File: src/rtl/glcm_pkg.sv
// Package for the gray-level co-occurrence matrix unit.
// Holds the command codes, register indexes, state type and the control structs.
// No dependencies.
package glcm_pkg;

    localparam int CMD_W   = 2;
    localparam int PIXEL_W = 8;

    typedef enum logic [CMD_W-1:0] {
        CMD_ACCUM = 2'd0,
        CMD_READ  = 2'd1,
        CMD_CLEAR = 2'd2,
        CMD_NOP   = 2'd3
    } t_command;

    typedef enum logic {
        CFG_SKIP_BLACK = 1'b0,
        CFG_QUARTER    = 1'b1
    } t_cfg_index;

    typedef enum logic [1:0] {
        ST_CLEAR,
        ST_IDLE,
        ST_FETCH,
        ST_UPDATE
    } t_state;

    typedef struct packed {
        logic capture;
        logic clr_wr;
        logic inc_wr;
        logic load_out;
    } t_dp_cmd;

    typedef struct packed {
        logic skip;
        logic out_full;
        logic clr_last;
    } t_dp_status;

endpackage

File: src/rtl/glcm_ctrl.sv
// Controller state machine of the co-occurrence matrix unit.
// Sequences clearing sweeps, counter reads and the read-modify-write of one counter.
// Depends on glcm_pkg.
module glcm_ctrl (
    input  logic                 i_clk,
    input  logic                 i_rst_n,
    input  logic                 i_s_valid,
    input  glcm_pkg::t_command   i_command,
    input  glcm_pkg::t_dp_status i_status,
    output logic                 o_s_ready,
    output glcm_pkg::t_dp_cmd    o_cmd
);

    glcm_pkg::t_state r_state, n_state;
    logic             r_is_read, n_is_read;

    always_ff @(posedge i_clk) begin
        if (!i_rst_n) begin
            r_state   <= glcm_pkg::ST_CLEAR;
            r_is_read <= 1'b0;
        end else begin
            r_state   <= n_state;
            r_is_read <= n_is_read;
        end
    end

    always_comb begin
        n_state   = r_state;
        n_is_read = r_is_read;
        o_s_ready = 1'b0;
        o_cmd     = '0;
        unique case (r_state)
            glcm_pkg::ST_CLEAR: begin
                o_cmd.clr_wr = 1'b1;
                if (i_status.clr_last) begin
                    n_state = glcm_pkg::ST_IDLE;
                end
            end
            glcm_pkg::ST_IDLE: begin
                o_s_ready = 1'b1;
                if (i_s_valid) begin
                    o_cmd.capture = 1'b1;
                    unique case (i_command)
                        glcm_pkg::CMD_ACCUM: begin
                            n_is_read = 1'b0;
                            if (!i_status.skip) begin
                                n_state = glcm_pkg::ST_FETCH;
                            end
                        end
                        glcm_pkg::CMD_READ: begin
                            n_is_read = 1'b1;
                            n_state   = glcm_pkg::ST_FETCH;
                        end
                        glcm_pkg::CMD_CLEAR: begin
                            n_state = glcm_pkg::ST_CLEAR;
                        end
                        default: begin
                            n_state = glcm_pkg::ST_IDLE;
                        end
                    endcase
                end
            end
            glcm_pkg::ST_FETCH: begin
                n_state = glcm_pkg::ST_UPDATE;
            end
            glcm_pkg::ST_UPDATE: begin
                if (!r_is_read) begin
                    o_cmd.inc_wr = 1'b1;
                    n_state      = glcm_pkg::ST_IDLE;
                end else if (!i_status.out_full) begin
                    o_cmd.load_out = 1'b1;
                    n_state        = glcm_pkg::ST_IDLE;
                end
            end
            default: begin
                n_state = glcm_pkg::ST_IDLE;
            end
        endcase
    end

endmodule

File: config.mk
export PLATFORM = sky130hd
export DESIGN_NAME = glcm_ctrl
export DESIGN_NICKNAME = d
export VERILOG_FILES = /design/src/rtl/glcm_pkg.sv /design/src/rtl/glcm_ctrl.sv
export SDC_FILE = /design/constraint.sdc
export NUM_CORES = 1
export LEC_CHECK = 0
export ABC_AREA = 0
export BUFFER_PORTS_ARGS = -buffer_cell sky130_fd_sc_hd__buf_2
export CORE_AREA = 2 2 39 41
export CTS_BUF_LIST = sky130_fd_sc_hd__clkbuf_4 sky130_fd_sc_hd__clkbuf_8 sky130_fd_sc_hd__clkbuf_16
export DETAILED_ROUTE_END_ITERATION = 6
export DIE_AREA = 0 0 41 43
export MAX_ROUTING_LAYER = met4
export PLACE_DENSITY = 0.42
export RECOVER_POWER = 100
export SLEW_MARGIN = 20
export SYNTH_ARGS = -nofsm -noshare
export SYNTH_HDL_FRONTEND = slang
export SYNTH_SLANG_ARGS = --single-unit
File: constraint.sdc
create_clock -name i_clk -period 1.9 [get_ports i_clk]
set_clock_uncertainty 0.1 [all_clocks]
set_input_delay 0.095 -clock i_clk [delete_from_list [all_inputs] [get_ports i_clk]]
set_output_delay 0.095 -clock i_clk [all_outputs]
set_load 0.005 [all_outputs]
Yosys cells after proc, flatten, opt, wreduce, memory -nomap -nowiden
Cells that the tools add are included.
- $add $sub $neg: 0
- $mul: 0
- div/mod/pow operators: 0
- order comparisons: 0
- equal/unequal tests: 9
- shift operators: 0
- mux-type cells: 16
- bitwise logic cells: 0
- reductions and logical operators: 5
- operators with widths (kind ; count):
    2-to-1 mux 2 bit ; 6
    case mux 2 bit (4 select lines) ; 1
    2-to-1 mux 1 bit ; 7
    equality test 2 bit, second input constant ; 3
    != test 3 bit, second input constant ; 2
    case mux 2 bit (3 select lines) ; 1
    equality test 2 x 1 -> 1 bit, second input constant ; 2
    logical NOT 2 bit ; 2
    != test 2 bit, second input constant ; 2
    AND reduction 4 bit ; 1
    AND reduction 3 bit ; 1
    case mux 1 bit (2 select lines) ; 1
    nonzero test 2 bit ; 1
- flip-flop bits (word level): 3
- bits in latches: 0
- RAM bits: 0
- ROM bits: 0
- input port bits: 8
- logic and storage cells: 32
- memories: 0

Longest topological paths before layout
- depth after elaboration: 4
- depth in mapped cells: 5

Worst setup path after synthesis
No wires, ideal clock.
- path type: register to register
- from: register r_state[1]
- to: register r_state[0]
- setup time: 72 ps
- arrival: 1414 ps
- data required time: 1728 ps
- path slack: 314 ps
- stages on the path, launching flop included: 6
- path buffers: 0
- clock period less this slack: 1586 ps
- path through: dfxtp_1 > inv_1 > ha_1 > and4bb_4 > a2111oi_4 > mux2i_1
- longest elaborated chain between the ends: 3
- elaborated cells on any way between the ends: 10
- those cells by class: eq/ne: 7; mux: 1; reduce/logical: 2
- RTL lines (what ; line ; RTL):
    from (decl) ; glcm_ctrl.sv:14 ; glcm_pkg::t_state r_state, n_state;
    from (signal assigned) ; glcm_ctrl.sv:19 ; r_state <= glcm_pkg::ST_CLEAR;
    from (signal assigned) ; glcm_ctrl.sv:22 ; r_state <= n_state;
    equality test 2 x 1 -> 1 bit, or another cell as far along ; glcm_ctrl.sv:32 ; unique case (r_state)
    != test 3 bit (no line) or != test 2 bit (tied branches) ; - ;
    AND reduction 4 bit (no line) ; - ;
Parallel ways exist; a longest one is shown, timed or not.
A chain may end at the register's enable or synchronous reset.

Worst setup path in the final report
Same ends and word-level chain as after synthesis.

==> results.yml <==
clock_tree:
  max-clock-path-buffers: 2
  htree_levels: 1
  clk_pin_slew_worst_paths_ps: 40
  cts_sinks: 3
  insertion_delay_ps: 230
  cts_resized: 0
  cts_buffers: 3
  postCtsHoldBufs: 0
  cts-root-buf: "clkbuf_4"
  cts_tree: "done"
  cts_setup_buffers: 0
worst_setup_path:
  worstPathArrival_ps: 1650
  start_kind: "flop"
  crit_slowest_cell: "a2111oi_4"
  cp.required_ps: 1950
  r2r_start: "r_state[1]"
  crit_path_end_kind: "flop"
  crit_chain: "inv_1, ha_1, and4bb_4, a2111oi_4, mux2i_1"
  critPathKind: "reg2reg"
  critPathLaunch: "r_state[1]"
  critPathMaxStageDelay_ps: 380
  critPathMaxFanout: 4
yosys:
  syn_inst: 30
  syn_area_um2: 282
  synth_top_area_share_pct: 21.3
  syn_area_per_cell_um2: 9.38
  yosysSeqAreaShare_pct: 21.3
  synth-seq-cells: 3
  synth_nets: 42
  synth_area_leaders: "dfxtp_1, ha_1, mux2i_1, a2111oi_4, nor2b_1"
  yosys.area.top_type: "dfxtp_1"
  ys_types: 16
  synth-warning-count: 0
placement:
  place_area_um2: 369
  dp_slack_ps: 292
  hpwlAfterDp_um: 491
  post-place-cells: 59
  io_buffers: 12
  place.gp.congestion: 0.688
timing:
  hold_viol: 0
  max_freq_mhz: 627
  slew_viol_final: 0
  setup_slack_ps: 305
  finalSetupViolCount: 0
  maxSlewHeadroom_pct: 78.4
  fin_crit_sh_pct: 84.0
  post-route-min-period_ps: 1600
  rsz0062_at_grt: "no"
  tightest_slew_ps: 324
  finalSetupTns_ps: 0
  holdWs_ps: 52.5
layout:
  final_area_um2: 393
  post-route-util_pct: 28.4
  n_fill_cell: 161
  final_cells: 63
  nets: 60
  area_delta_synth_final_pct: 39.6
  n_antenna_cell: 0
  drive_above_1_share_pct: 36.2
floorplan:
  ios: 13
  core.rowCount: 14
  die_w_um: 41
  core_area_um2: 1380
  die-area_um2: 1760
  start_util_pct: 20.3
  die_y_um: 43
global_routing:
  grt_overflow: 0
  grt_usage_pct: 7.09
  antenna_found_initial: 0
  grt_start_max_net_pins: 7
  grt_pass1_wl_um: 841
  grt_pass1_vias: 241
flow_run:
  drv_cap: 0
worst_hold_path:
  hold_path.class: "in2reg"
  holdCritStartpoint: "i_rst_n"
power:
  total_power_mw: 0.364
  ir_drop_mv: 0.312
  p_leak_nw: 0.192
  power_per_cell_area_nw_per_um2: 925
routing:
  avgViaCountPerCell: 4.02
  drtIter0Drc: 2
  antenna_left: 0
  wl_per_cell_um: 8.90
  vias: 253
  drt-total-wl_um: 561
  drc_errors: 0
  dr.pass1.iters: 2
outcome:
  status: "complete, no violations"
-- sequential cells by signal (all words and copies together), names as in the netlist --
signal	cells
r_state	2
r_is_read	1
-- cells in the mapped netlist --
library cell and instances:
mux2i_1 3, nor2_1 1, o21ai_0 1, and4bb_4 1, dfxtp_1 3, o211ai_1 1
ha_1 4, and3_1 1, a2111oi_4 1, and3_2 1, nand2_1 3, nand2b_1 1
inv_1 3, and2_1 1, nand3b_1 1, nor2b_1 4
-- placed cells by master, fill, tap and decap left out --
master,n
clkbuf_1,3
ha_1,4
a2111oi_4,1
and4bb_4,1
clkbuf_4,4
and2_1,1
clkbuf_2,2
nand3b_1,1
o21ai_0,1
buf_2,8
and3_2,1
and3_1,1
mux2i_1,3
dfxtp_1,3
inv_1,3
nor2_1,1
nor2b_1,4
nand2b_1,1
nand2_1,3
o211ai_1,1
-- routing by layer --
layer	wire [um]	track usage [%]	vias to the layer above
li1	-	-	135
met1	267	9.62	108
met2	238	9.38	10
met3	55	0	0
met4	0	6.00	0
met5	0	-	-
-- cell families after synthesis --
logic type / Yosys count / share of synthesized area, %
AOI/OAI and AO/OA: 3 / 14.2
adders and majority gates: 4 / 17.8
buffers and inverters: 3 / 4.00
muxes: 3 / 10.7
and+or+nand+nor: 14 / 32.0
DFF: 3 / 21.3
-- final cells by class --
type                       count  area (um2)  area share, %
multi-input combinational     24         210           53.5
timing repair buffer          13        61.3           15.6
sequential                     3        60.1           15.3
clock buffer                   4        30.0           7.64
tap                           16        20.0           5.10
inverter                       3        11.3           2.87
-- worst paths after layout --
path | endpoint | slack [ps] | cells past startpoint
worst max-delay path | r_state[0] | 300 | 5
worst min-delay path | r_is_read | 50 | 2
worst max register to register | r_state[0] | 300 | 5
worst min register to register | r_state[1] | 400 | 2
-- where the power goes --
group          switching, mW  internal (mW)
clock                 0.0289         0.0927
sequential            0.0118         0.0748
combinational         0.0757         0.0797
total                  0.116          0.247
-- worst max-delay path: cells and delay by family, from the launching register on --
family | cells | cell delay [ps]
simple gates | 1 | 200
buf+inv | 1 | 70
compound gates | 1 | 380
mux | 1 | 220
fa+ha+maj | 1 | 190
flops | 1 | 360
Note: power is estimated with default switching activity, not from simulation.
